--- config.mk ---
export PLATFORM = sky130hd
export DESIGN_NAME = pcv_div
export DESIGN_NICKNAME = d
export VERILOG_FILES = /design/src/hdl/pcv_pkg.sv /design/src/hdl/pcv_div.sv
export SDC_FILE = /design/constraint.sdc
export NUM_CORES = 1
export LEC_CHECK = 0
export ABC_AREA = 1
export BUFFER_PORTS_ARGS = -buffer_cell sky130_fd_sc_hd__buf_2
export CAP_MARGIN = 20
export CORE_MARGIN = 4
export CORE_UTILIZATION = 57
export CTS_CLUSTER_SIZE = 28
export DETAILED_ROUTE_END_ITERATION = 8
export GPL_TIMING_DRIVEN = 1
export PLACE_DENSITY = 0.84
export SYNTH_ARGS = -nofsm -noshare
export SYNTH_HDL_FRONTEND = slang
export SYNTH_SLANG_ARGS = --single-unit
--- constraint.sdc ---
create_clock -name aclk -period 2.4 [get_ports aclk]
set_input_delay 0.24 -clock aclk [delete_from_list [all_inputs] [get_ports aclk]]
set_output_delay 0.24 -clock aclk [all_outputs]
set_load 0.01 [all_outputs]
--- src/hdl/pcv_pkg.sv ---
// point cloud voxelizer package: widths, limits, codes and state encoding,
// used by pcv_div, point_cloud_voxelizer, pcv_checker and tb_top; no dependencies
`default_nettype none
package pcv_pkg;
    localparam int COORD_W   = 20;
    localparam int SIZE_W    = 16;
    localparam int VLIM_W    = 15;
    localparam int PLIM_W    = 6;
    localparam int CX_W      = 8;
    localparam int CY_W      = 8;
    localparam int CZ_W      = 4;
    localparam int GRID_X    = 256;
    localparam int GRID_Y    = 256;
    localparam int GRID_Z    = 16;
    localparam int VOXEL_CAP = 16384;
    localparam int MAX_POINTS = 32;
    localparam int VIDX_W    = 14;
    localparam int SLOT_W    = 5;
    localparam int MAP_AW    = CX_W + CY_W + CZ_W;
    localparam int EPOCH_W   = 4;
    localparam int MAP_DW    = EPOCH_W + VIDX_W;
    localparam int INT_W     = 16;
    localparam int S_TDATA_W = 80;
    localparam int M_TDATA_W = 136;
    localparam int STATUS_W  = 3;
    localparam int CFG_IDX_W = 4;
    localparam int DIV_CNT_W = 5;

    typedef enum logic [STATUS_W-1:0] {
        ST_STORED  = 3'd0,
        ST_OUTSIDE = 3'd1,
        ST_NO_FREE = 3'd2,
        ST_FULL    = 3'd3,
        ST_FRAME   = 3'd4
    } status_t;

    typedef enum logic [CFG_IDX_W-1:0] {
        REG_ORIGIN_X   = 4'd0,
        REG_ORIGIN_Y   = 4'd1,
        REG_ORIGIN_Z   = 4'd2,
        REG_CELL_X     = 4'd3,
        REG_CELL_Y     = 4'd4,
        REG_CELL_Z     = 4'd5,
        REG_VOXEL_LIM  = 4'd6,
        REG_POINTS_LIM = 4'd7
    } reg_idx_t;

    typedef enum logic [6:0] {
        S_IDLE = 7'b0000001,
        S_DIV  = 7'b0000010,
        S_MRD  = 7'b0000100,
        S_MCHK = 7'b0001000,
        S_PRD  = 7'b0010000,
        S_PCHK = 7'b0100000,
        S_CLR  = 7'b1000000
    } state_t;
endpackage
`default_nettype wire

--- src/hdl/pcv_div.sv ---
// restoring divider, one quotient bit per cycle, 20-bit dividend by 16-bit divisor
// uses pcv_pkg
`default_nettype none
module pcv_div (
    input  wire logic                          aclk,
    input  wire logic                          aresetn,
    input  wire logic                          start,
    input  wire logic [pcv_pkg::COORD_W-1:0]   dividend,
    input  wire logic [pcv_pkg::SIZE_W-1:0]    divisor,
    output logic                               done,
    output logic [pcv_pkg::COORD_W-1:0]        quotient
);
    logic [pcv_pkg::DIV_CNT_W-1:0] cnt_reg, cnt_next;
    logic                          busy_reg, busy_next;
    logic                          done_reg, done_next;
    logic [pcv_pkg::SIZE_W:0]      rem_reg, rem_next;
    logic [pcv_pkg::COORD_W-1:0]   dq_reg, dq_next;
    logic [pcv_pkg::SIZE_W-1:0]    dvs_reg, dvs_next;
    logic [pcv_pkg::SIZE_W:0]      trial;
    logic                          qbit;

    always_comb begin
        trial = {rem_reg[pcv_pkg::SIZE_W-1:0], dq_reg[pcv_pkg::COORD_W-1]};
        qbit  = (trial >= {1'b0, dvs_reg});
        cnt_next  = cnt_reg;
        busy_next = busy_reg;
        done_next = 1'b0;
        rem_next  = rem_reg;
        dq_next   = dq_reg;
        dvs_next  = dvs_reg;
        if (start) begin
            cnt_next  = '0;
            busy_next = 1'b1;
            rem_next  = '0;
            dq_next   = dividend;
            dvs_next  = divisor;
        end else if (busy_reg) begin
            rem_next = qbit ? (trial - {1'b0, dvs_reg}) : trial;
            dq_next  = {dq_reg[pcv_pkg::COORD_W-2:0], qbit};
            cnt_next = cnt_reg + 1'b1;
            if (cnt_reg == pcv_pkg::DIV_CNT_W'(pcv_pkg::COORD_W - 1)) begin
                busy_next = 1'b0;
                done_next = 1'b1;
            end
        end
    end

    always_ff @(posedge aclk) begin
        if (!aresetn) begin
            cnt_reg  <= '0;
            busy_reg <= 1'b0;
            done_reg <= 1'b0;
        end else begin
            cnt_reg  <= cnt_next;
            busy_reg <= busy_next;
            done_reg <= done_next;
        end
        rem_reg <= rem_next;
        dq_reg  <= dq_next;
        dvs_reg <= dvs_next;
    end

    assign done     = done_reg;
    assign quotient = dq_reg;

    a_done_not_busy: assert property (@(posedge aclk) disable iff (!aresetn)
        done_reg |-> !busy_reg) else $error("divider done while busy");
    a_done_after_busy: assert property (@(posedge aclk) disable iff (!aresetn)
        done_reg |-> $past(busy_reg)) else $error("divider done without work");
    a_cnt_range: assert property (@(posedge aclk) disable iff (!aresetn)
        busy_reg |-> (cnt_reg < pcv_pkg::DIV_CNT_W'(pcv_pkg::COORD_W)))
        else $error("divider count overrun");
endmodule
`default_nettype wire

==> impl_metrics.yaml, run 1 <==
outcome:
  status: "finished, final reports clean"
floorplan:
  die_w_um: 87.25
  dieHeight_um: 87.25
  core_area_mm2: 0.005991
  num_io_pins: 60
  die-area_mm2: 0.007612
  start_util_pct: 59.75
  core.rowCount: 28
sta:
  fmax_ghz: 0.4953
  clock_skew_ns: 0.006585
  fin_crit_ns: 2.019
  worst_slew_pin_slew_ns: 0.6376
  relSlewSlack_pct: 57.45
  setup_viol: 0
  post-route-period-util_pct: 84.12
  rsz0062_at_grt: "false"
  setup-tns-final_ns: 0
  slew_violations: 0
  hold_violations: 0
yosys:
  synth_compound_area_share_pct: 2.796
  synth-edff-count: 36
  synth_warnings: 0
  synth_cell_type_count: 34
  yosys.area.top_type: "edfxtp_1"
  yosys.area_share.adder_pct: 6.501
  syn_nets: 512
  synth_top_family_by_area: "simple AND/OR/NAND/NOR gates"
  synth-main-ff-cell: "edfxtp_1"
  yosysMostFrequentCell: "nand2_1"
  ys_seq_area_share_pct: 43.06
  synthTopCellsByCount: "182 x nand2_1, 58 x inv_1, 36 x edfxtp_1"
  synth_xor_area_share_pct: 1.713
  synth_top_area_share_pct: 30.20
  synth.avg_cell_area_um2: 7.867
  async_flop_share_pct: 0
  synth.mux.area_fraction_pct: 0
  syn-instance-count: 455
  ys_ff_latch: 59
  synth-simple-area-share_pct: 37.02
  synth.area.top_cells: "edfxtp_1 30%, nand2_1 19%, dfxtp_1 13%"
  synth.cell_area_mm2: 0.003580
global_route:
  track_usage_pct: 23.04
  grt_max_degree: 35
  grt_pass1_vias: 3090
  grt_pass1_wl_um: 13590
  grt_overflow: 0
  antenna_found_initial: 0
setup_path:
  required_ns: 2.68
  cpMaxStageDelayCell: "ha_1"
  slowest_delay_ns: 0.38
  endpoint_kind: "register"
  r2r_setup_slack_ns: 0.38
  rr_endpoint: "rem_reg[8]$_SDFFE_PP0P_"
  critPathKind: "register to register"
  start_kind: "register"
  r2r-start: "rem_reg[3]$_SDFFE_PP0P_"
  cp.arrival_ns: 2.30
  cp_num_buf_inv: 1
  cpLargestDelayFamily: "simple AND/OR/NAND/NOR gates"
  r2r_cells: 12
  crit_chain: "ha_1, nand2_1, inv_1, nand2_1, nor2_4, nand3_2, nand2_2, nor2_8, nand2_8, nand2_1, nand3_1, nand2_1"
  crit_top_cell: "nand2_1"
  crit_fanout: 18
drt:
  vias: 3078
  postRouteAntennaNets: 0
  wl_per_cell_um: 13.28
  vias_per_cell: 5.139
  firstDrtPassIters: 5
  drtIter0Drc: 153
  routed_wl_um: 7952
  drc: 0
finish:
  drive_gt1_share_pct: 21.76
  fin_cells: 599
  area_delta_synth_final_pct: 15.20
  register_area_mm2: 0.001541
  largest_reg_flops: 20
  diodes: 0
  finalNetCount: 576
  n_fill_cell: 480
  final_area_mm2: 0.004124
  multi_input_area_mm2: 0.001719
clock_tree:
  cts_buffers: 9
  htree_levels: 3
  clk-insertion-delay-late_ns: 0.34
  cts-root-buf: "clkbuf_8"
  cts.repair.resized: 0
  postCtsHoldBufs: 0
  cts_setup_buffers: 0
  clk_pin_slew_ns: 0.07
  cts.sinks: 59
  cts_tree: "yes"
  cts.path.max_buffers: 2
pwr:
  combPwrFrac_pct: 13.6
  p_leak_nw: 2.171
  switching_power_w: 0.0006280
  p_per_area_mw_per_mm2: 583.8
  power_report.internal_total_w: 0.001780
  vdd_drop_max_mv: 0.4908
  seq_power_share_pct: 48.9
  pwr-share-clk_pct: 37.5
  sw_frac_of_total_pct: 26.08
placed_design:
  gp_congestion: 0.9813
  dp_hpwl_um: 5815
  port_buffers: 59
  placed_area_mm2: 0.003928
  placed_cells: 583
hold_path:
  worstHoldEndpoint: "dvs_reg[2]$_DFFE_PP_"
  hp-class: "input port to register"
  hp-start: "divisor[2]"
  whs_path_depth: 1
run:
  maxCapViolCount: 0
[layout by cell type, fill, tap and decap left out, types with 2 or more instances in the layout]
| cell | netlist | layout |
|---|---|---|
| nand2_1 | 182 | 182 |
| nand2_8 | 2 | 2 |
| edfxtp_1 | 36 | 36 |
| clkbuf_8 | 0 | 10 |
| nor3b_1 | 2 | 2 |
| clkbuf_1 | 5 | 2 |
| buf_2 | 2 | 59 |
| dfxtp_1 | 23 | 23 |
| nand3b_1 | 18 | 18 |
| nand2_2 | 16 | 16 |
| nor3_1 | 6 | 6 |
| xnor2_1 | 6 | 6 |
| nand4_1 | 4 | 4 |
| buf_4 | 0 | 4 |
| inv_2 | 8 | 8 |
| nand3_2 | 5 | 5 |
| nand3_1 | 22 | 22 |
| ha_1 | 17 | 17 |
| nor2_1 | 15 | 15 |
| inv_1 | 58 | 58 |
| a21oi_1 | 11 | 11 |
| nor2_4 | 2 | 2 |
[layout make-up]
cell class | instances | area share (%)
Tap cell | 75 | 2.275
Multi-Input combinational cell | 320 | 41.69
Inverter | 66 | 6.007
Clock buffer | 12 | 3.519
Timing Repair Buffer | 63 | 7.888
Sequential cell | 59 | 37.38
Clock inverter | 4 | 1.244
[how the worst max path moves through the flow]
stage	cells past startpoint	from	slack [ns]	to
after floorplan	11	quotient[19]$_DFFE_PP_	0.60	rem_reg[12]$_SDFFE_PP0P_
after global placement	13	dvs_reg[4]$_DFFE_PP_	0.49	rem_reg[13]$_SDFFE_PP0P_
after detailed placement	13	dvs_reg[4]$_DFFE_PP_	0.41	rem_reg[8]$_SDFFE_PP0P_
after CTS	13	dvs_reg[4]$_DFFE_PP_	0.38	rem_reg[8]$_SDFFE_PP0P_
after global routing	13	dvs_reg[4]$_DFFE_PP_	0.23	rem_reg[8]$_SDFFE_PP0P_
final	12	rem_reg[3]$_SDFFE_PP0P_	0.38	rem_reg[8]$_SDFFE_PP0P_
[cells by family after synthesis]
logic type                 count (synthesis)
and+or+nand+nor                          278
buffers and inverters                     76
DFF                                       59
adders and majority gates                 18
AOI/OAI and AO/OA                         17
xor gates and xnor gates                   7
[power groups by stage]
| stage | sequential, W | clock, W | combinational (W) |
|---|---|---|---|
| CTS | 0.00118 | 0.000921 | 0.000328 |
| global placement | 0.00120 | 0 | 0.000319 |
| finish | 0.00118 | 0.000903 | 0.000328 |
| detailed placement | 0.00120 | 0 | 0.000327 |
| floorplan | 0.00121 | 0 | 0.000187 |
| global route | 0.00118 | 0.000972 | 0.000367 |
[per-stage QoR]
step                total power, W  worst slack (ns)  hold slack (ns)  utilization, %
finish                    0.002408            0.3811          0.07330           68.84
global route              0.002523            0.2324          0.05359           68.84
CTS                       0.002426            0.3785          0.05421           68.84
detailed placement        0.001524            0.4090           0.4181           65.56
global placement          0.001516            0.4858           0.4165           65.56
floorplan                 0.001398            0.5985           0.3389               -
[layer usage]
layer / wire (µm) / GRT usage, % / vias up
met3: 470 / 5.203 / 20
met2: 3760 / 36.92 / 101
li1: - / - / 1573
met5: 0 / 0 / -
met1: 3462 / 28.71 / 1384
met4: 258 / 12.55 / 0
Note: power is estimated with default switching activity, not from simulation.
==> run 2, diff against run 1 <==
--- a/config.mk
+++ b/config.mk
@@ -5,15 +5,15 @@
 export SDC_FILE = /design/constraint.sdc
 export NUM_CORES = 1
 export LEC_CHECK = 0
-export ABC_AREA = 1
+export ABC_AREA = 0
 export BUFFER_PORTS_ARGS = -buffer_cell sky130_fd_sc_hd__buf_2
 export CAP_MARGIN = 20
 export CORE_MARGIN = 4
-export CORE_UTILIZATION = 57
+export CORE_UTILIZATION = 50
 export CTS_CLUSTER_SIZE = 28
 export DETAILED_ROUTE_END_ITERATION = 8
 export GPL_TIMING_DRIVEN = 1
-export PLACE_DENSITY = 0.84
+export PLACE_DENSITY = 0.79
 export SYNTH_ARGS = -nofsm -noshare
 export SYNTH_HDL_FRONTEND = slang
 export SYNTH_SLANG_ARGS = --single-unit
==> constraint.sdc (replaced) <==
create_clock -name aclk -period 1.7 [get_ports aclk]
set_input_delay 0.17 -clock aclk [delete_from_list [all_inputs] [get_ports aclk]]
set_output_delay 0.17 -clock aclk [all_outputs]
set_load 0.01 [all_outputs]
==> run 2 against run 1 <==
Against the previous run: the run now ends with negative setup slack left; global-route usage grew 0.81 points; critical path depth decreased by 3; synthesized cell count fell by 29%; combinational power rose to 4.1 times the previous value; clock skew increased by 0.0035 ns; first-iteration DRC count rose by 82%; worst hold slack worse by 0.068 ns; register-to-register slack lost 1.2 ns; non-clock buffer count up 95; via count increased by 4.4%; final cell count is 6.8% lower; synthesized area decreased by 7.1%; critical path type unchanged; largest cell class unchanged.
==> impl_metrics.yaml, run 2 <==
pwr:
  vdd_drop_max_mv: 0.9714
  p_leak_nw: 2.128
  p_per_area_mw_per_mm2: 954.3
  power_w: 0.004683
yosys:
  ys_seq_area_share_pct: 46.33
  synth.avg_cell_area_um2: 10.30
  syn-instance-count: 323
  synth-edff-count: 36
  synthTopCellsByCount: "36 x edfxtp_1, 31 x nor2_1, 23 x dfxtp_1, 23 x inv_1, 21 x mux2_2"
  yosys.area.top_type: "edfxtp_1"
  synth_cell_type_count: 56
  syn_nets: 380
  async_flop_share_pct: 0
  synth.cell_area_mm2: 0.003327
  ys_ff_latch: 59
  synth_top_area_share_pct: 32.49
  synth-main-ff-cell: "edfxtp_1"
  synth.area.top_cells: "edfxtp_1 32%, dfxtp_1 14%, mux2_2 7.1%"
  yosysMostFrequentCell: "edfxtp_1"
  synth_warnings: 0
finish:
  largest_reg_flops: 20
  final_cell_mix: "78 x buf_4, 59 x buf_2, 36 x edfxtp_1"
  n_fill_cell: 384
  drive_gt1_share_pct: 44.28
  final_common_cell: "buf_4"
  diodes: 0
  area_delta_synth_final_pct: 47.50
  finalNetCount: 533
floorplan:
  die_w_um: 89.57
  start_util_pct: 51.80
  die-area_mm2: 0.008023
  dieHeight_um: 89.57
  core.rowCount: 29
  num_io_pins: 60
  core_area_mm2: 0.006422
setup_path:
  required_ns: 1.96
  critPathKind: "register to register"
  crit_fanout: 3
  rr_endpoint: "rem_reg[0]$_SDFFE_PP0P_"
  crit_path_start: "dvs_reg[1]$_DFFE_PP_"
  r2r_setup_slack_ns: -0.80
  cp.arrival_ns: 2.76
  start_kind: "register"
  r2r-start: "dvs_reg[1]$_DFFE_PP_"
  endpoint_kind: "register"
  r2r_cells: 9
placed_design:
  preCtsSetupSlack_ns: -0.7372
  port_buffers: 59
  dp_hpwl_um: 6095
  gp_congestion: 0.9441
sta:
  setup_viol: 17
  slew_violations: 0
  fin_crit_ns: 2.499
  relSlewSlack_pct: 73.56
  worst_slew_pin_slew_ns: 0.3967
  setup-tns-final_ns: -12.22
  post-route-period-util_pct: 147.0
  clock_skew_ns: 0.01007
  rsz0062_at_grt: "true"
  fmax_ghz: 0.4001
  hold_violations: 0
  finalWorstSetupSlack_ns: -0.7994
global_route:
  grt_max_degree: 35
  grt_overflow: 0
  grt_pass1_vias: 2947
  track_usage_pct: 23.85
  antenna_found_initial: 0
  grt_pass1_wl_um: 14570
drt:
  drc: 0
  postRouteAntennaNets: 0
  highest_layer: "met4"
  drtIter0Drc: 278
  routed_wl_um: 9997
  vias: 3212
  wl_met2_um: 5134
  firstDrtPassIters: 5
  wl_met3_um: 452
  drt-met1-wl_um: 4180
  vias_per_cell: 5.756
  wl_per_cell_um: 17.92
clock_tree:
  clk-insertion-delay-late_ns: 0.35
  cts-root-buf: "clkbuf_8"
  cts.sinks: 59
  cts_tree: "yes"
  htree_levels: 3
  cts_buffers: 9
  clk_pin_slew_ns: 0.07
  cts.path.max_buffers: 2
hold_path:
  worstHoldEndpoint: "dvs_reg[12]$_DFFE_PP_"
  hp-class: "input port to register"
  hp-start: "divisor[12]"
  whs_path_depth: 1
outcome:
  status: "complete, but fails checks"
  violations: "negative setup slack"
run:
  maxCapViolCount: 0
run 2: cell count changes in the layout (fill, tap and decap cells not counted), moves of 7 or more:
| cell | previous run | this run |
|---|---|---|
| nand2_1 | 182 | 15 |
| buf_4 | 4 | 78 |
| inv_1 | 58 | 20 |
| mux2_2 | 0 | 19 |
| nand3_1 | 22 | 5 |
| nand3b_1 | 18 | 1 |
| nand2_2 | 16 | 0 |
| nor2_1 | 15 | 31 |
| dlygate4sd3_1 | 0 | 14 |
| nand2b_1 | 0 | 10 |
| mux2i_1 | 0 | 7 |
| o21ai_0 | 0 | 7 |
run 2: critical path, stage by stage (launching register included):
cell and delay [ns]:
edfxtp_1 0.40, inv_1 0.09, ha_4 0.29, nand3_2 0.08
or4_4 0.53, and4_4 0.18, a31oi_4 0.22, buf_6 0.15
mux2_4 0.30, a211oi_2 0.17
run 2: cells by family (layout without fill, tap and decap cells):
family / after synthesis / count (layout) / share of synthesized area (%)
flops: 59 / 59 / 46.33
mux: 28 / 28 / 9.214
xor+xnor: 11 / 11 / 2.896
simple gates: 90 / 90 / 13.50
fa+ha+maj: 18 / 18 / 6.995
buf+inv: 40 / 198 / 5.039
compound gates: 77 / 77 / 16.02
run 2: cell type report:
type | instances | area [µm²] | share of cell area (%)
Clock inverter | 6 | 111.4 | 2.269
Timing Repair Buffer | 158 | 1125 | 22.92
Clock buffer | 10 | 137.6 | 2.805
Inverter | 24 | 90.09 | 1.836
Tap cell | 77 | 96.34 | 1.963
Sequential cell | 59 | 1543 | 31.44
Multi-Input combinational cell | 224 | 1804 | 36.77
run 2: per-layer routing:
metal	track usage, %	vias up
li1	-	1505
met2	39.10	110
met5	0	-
met1	31.85	1578
met3	3.285	19
met4	9.608	0
run 2: power breakdown:
group	internal, W	switching (W)
Clock	0.00102	0.000603
Combinational	0.000688	0.000657
Sequential	0.00165	0.0000655
run 2: repair_timing:
item | 4_1_cts | 5_1_grt
pin swaps | 11 | 12
gates resized for setup | 24 | 20
buffers inserted | 7 | 4
hold buffers | 12 | 2
endpoints found under the hold margin | 12 | 2
setup endpoints to repair | 17 | 17
cloned | 1 | 0
run 2: how the worst max path moves through the flow:
stage	end	cells past startpoint
3_3_place_gp	rem_reg[14]$_SDFFE_PP0P_	9
5_1_grt	rem_reg[11]$_SDFFE_PP0P_	10
6_report	rem_reg[0]$_SDFFE_PP0P_	9
2_1_floorplan	rem_reg[14]$_SDFFE_PP0P_	10
4_1_cts	rem_reg[14]$_SDFFE_PP0P_	8
3_5_place_dp	rem_reg[6]$_SDFFE_PP0P_	9
run 2: through the flow:
stage / hold WS (ns) / utilization (%) / area, µm² / std cells
floorplan: 0.2689 / - / 3368 / 323
global placement: 0.3462 / 65.71 / 4220 / 516
detailed placement: 0.3481 / 65.71 / 4220 / 516
CTS: 0.0004972 / 74.52 / 4786 / 552
global route: 0.007567 / 76.41 / 4907 / 558
finish: 0.004798 / 76.41 / 4907 / 558
==> run 3, diff against run 2 <==
==> constraint.sdc (replaced) <==
create_clock -name aclk -period 2.22 [get_ports aclk]
set_input_delay 0.222 -clock aclk [delete_from_list [all_inputs] [get_ports aclk]]
set_output_delay 0.222 -clock aclk [all_outputs]
set_load 0.01 [all_outputs]
==> run 3 against run 2 <==
Against the previous run: via count decreased by 8.3%; critical endpoint is now rem_reg[15]$_SDFFE_PP0P_; cell area decreased by 7.8%; the flow still finishes with violations (negative setup slack); non-clock buffer count decreased by 39; fmax increased by 2.6%.
==> impl_metrics.yaml, run 3 (synthesis gave the netlist of run 2 again) <==
setup_path:
  cpMaxStageDelayCell: "or4_4"
  r2r_cells: 11
  crit_top_cell: "buf_6"
  critPathKind: "register to register"
  cp.arrival_ns: 2.64
  start_kind: "register"
  r2r_setup_slack_ns: -0.22
  crit_fanout: 5
  endpoint_kind: "register"
  slowest_delay_ns: 0.49
  cp_num_buf_inv: 4
  cp_num_cells: 11
  required_ns: 2.42
  cpLargestDelayFamily: "simple AND/OR/NAND/NOR gates"
  crit_chain: "inv_2, ha_4, buf_6, nand2_1, or4_4, and4_4, a31oi_4, buf_6, buf_6, nand2b_4, a311oi_2"
run:
  maxCapViolCount: 0
outcome:
  status: "complete, but fails checks"
  violations: "negative setup slack"
drt:
  firstDrtPassIters: 4
  vias_per_cell: 5.678
  wl_per_cell_um: 15.96
  drc: 0
  routed_wl_um: 8282
  postRouteAntennaNets: 0
  drtIter0Drc: 162
  vias: 2947
finish:
  finalNetCount: 494
  diodes: 0
  final_cell_mix: "59 x buf_2, 54 x buf_4, 36 x edfxtp_1"
  area_delta_synth_final_pct: 36.07
  n_fill_cell: 446
  final_common_cell: "buf_2"
  largest_reg_flops: 20
  fin_util_pct: 70.49
  drive_gt1_share_pct: 42.31
sta:
  rsz0062_at_grt: "true"
  finalWorstSetupSlack_ns: -0.2154
  hold-worst-slack_ns: 0.04529
  setup_viol: 16
  slew_violations: 0
  relSlewSlack_pct: 70.99
  fmax_ghz: 0.4106
  post-route-period-util_pct: 109.7
  worst_slew_pin_slew_ns: 0.4352
  hold_violations: 0
  fin_crit_ns: 2.435
  clock_skew_ns: 0.008932
global_route:
  grt_pass1_wl_um: 12340
  antenna_found_initial: 0
  track_usage_pct: 20.33
  grt_overflow: 0
  grt_max_degree: 35
  grt_pass1_vias: 2707
placed_design:
  port_buffers: 59
  gp_congestion: 0.9659
  preCtsSetupSlack_ns: -0.1883
  dp_hpwl_um: 5636
floorplan:
  num_io_pins: 60
  dieHeight_um: 89.57
  die_w_um: 89.57
  core.rowCount: 29
  start_util_pct: 51.80
  core_area_mm2: 0.006422
  die-area_mm2: 0.008023
clock_tree:
  cts-root-buf: "clkbuf_8"
  clk_pin_slew_ns: 0.07
  htree_levels: 3
  cts_tree: "yes"
  cts.path.max_buffers: 2
  postCtsHoldBufs: 0
  clk-insertion-delay-late_ns: 0.35
  cts.sinks: 59
  cts_buffers: 9
hold_path:
  whs_path_depth: 1
  hp-class: "input port to register"
pwr:
  power_w: 0.003297
  p_per_area_mw_per_mm2: 728.2
  p_leak_nw: 1.906
  vdd_drop_max_mv: 0.5053
[run 3: final timing paths]
check | end | from
max | rem_reg[15]$_SDFFE_PP0P_ | dvs_reg[2]$_DFFE_PP_
min | dvs_reg[13]$_DFFE_PP_ | divisor[13]
min reg2reg | rem_reg[6]$_SDFFE_PP0P_ | rem_reg[6]$_SDFFE_PP0P_
max reg2reg | rem_reg[15]$_SDFFE_PP0P_ | dvs_reg[2]$_DFFE_PP_
[run 3: metrics by stage]
stage,instances,cell area (µm²),TNS (ns)
6_report,519,4527,-2.436
3_3_place_gp,497,4065,-1.170
4_1_cts,516,4389,-1.375
3_5_place_dp,497,4065,-1.917
2_1_floorplan,323,3368,-0.4632
5_1_grt,519,4527,-4.067
[run 3: layer usage]
metal / global-route usage [%] / wire (µm)
met4: 9.878 / 199
met5: 0 / 0
met2: 31.12 / 3966
met1: 26.92 / 3570
met3: 5.109 / 545
[run 3: final cells by class]
class	count	area, µm²	area share [%]
Tap cell	77	96.34	2.128
Clock inverter	5	77.57	1.714
Multi-Input combinational cell	224	1810	39.99
Sequential cell	59	1543	34.08
Clock buffer	11	141.4	3.123
Inverter	24	90.09	1.990
Timing Repair Buffer	119	768.2	16.97
[run 3: power breakdown]
part	leakage (nW)	switching [W]	total, W	internal, W
combinational	1.25	0.000448	0.000897	0.000450
clock	0.109	0.000426	0.00108	0.000658
sequential	0.547	0.0000497	0.00132	0.00127
total	1.91	0.000923	0.00330	0.00237
[run 3: timing repair]
| action | 4_1_cts | 5_1_grt |
|---|---|---|
| gates cloned | 1 | 0 |
| setup endpoints to repair | 16 | 16 |
| buffers inserted | 2 | 3 |
| pin swaps | 4 | 13 |
| gates resized for setup | 16 | 25 |
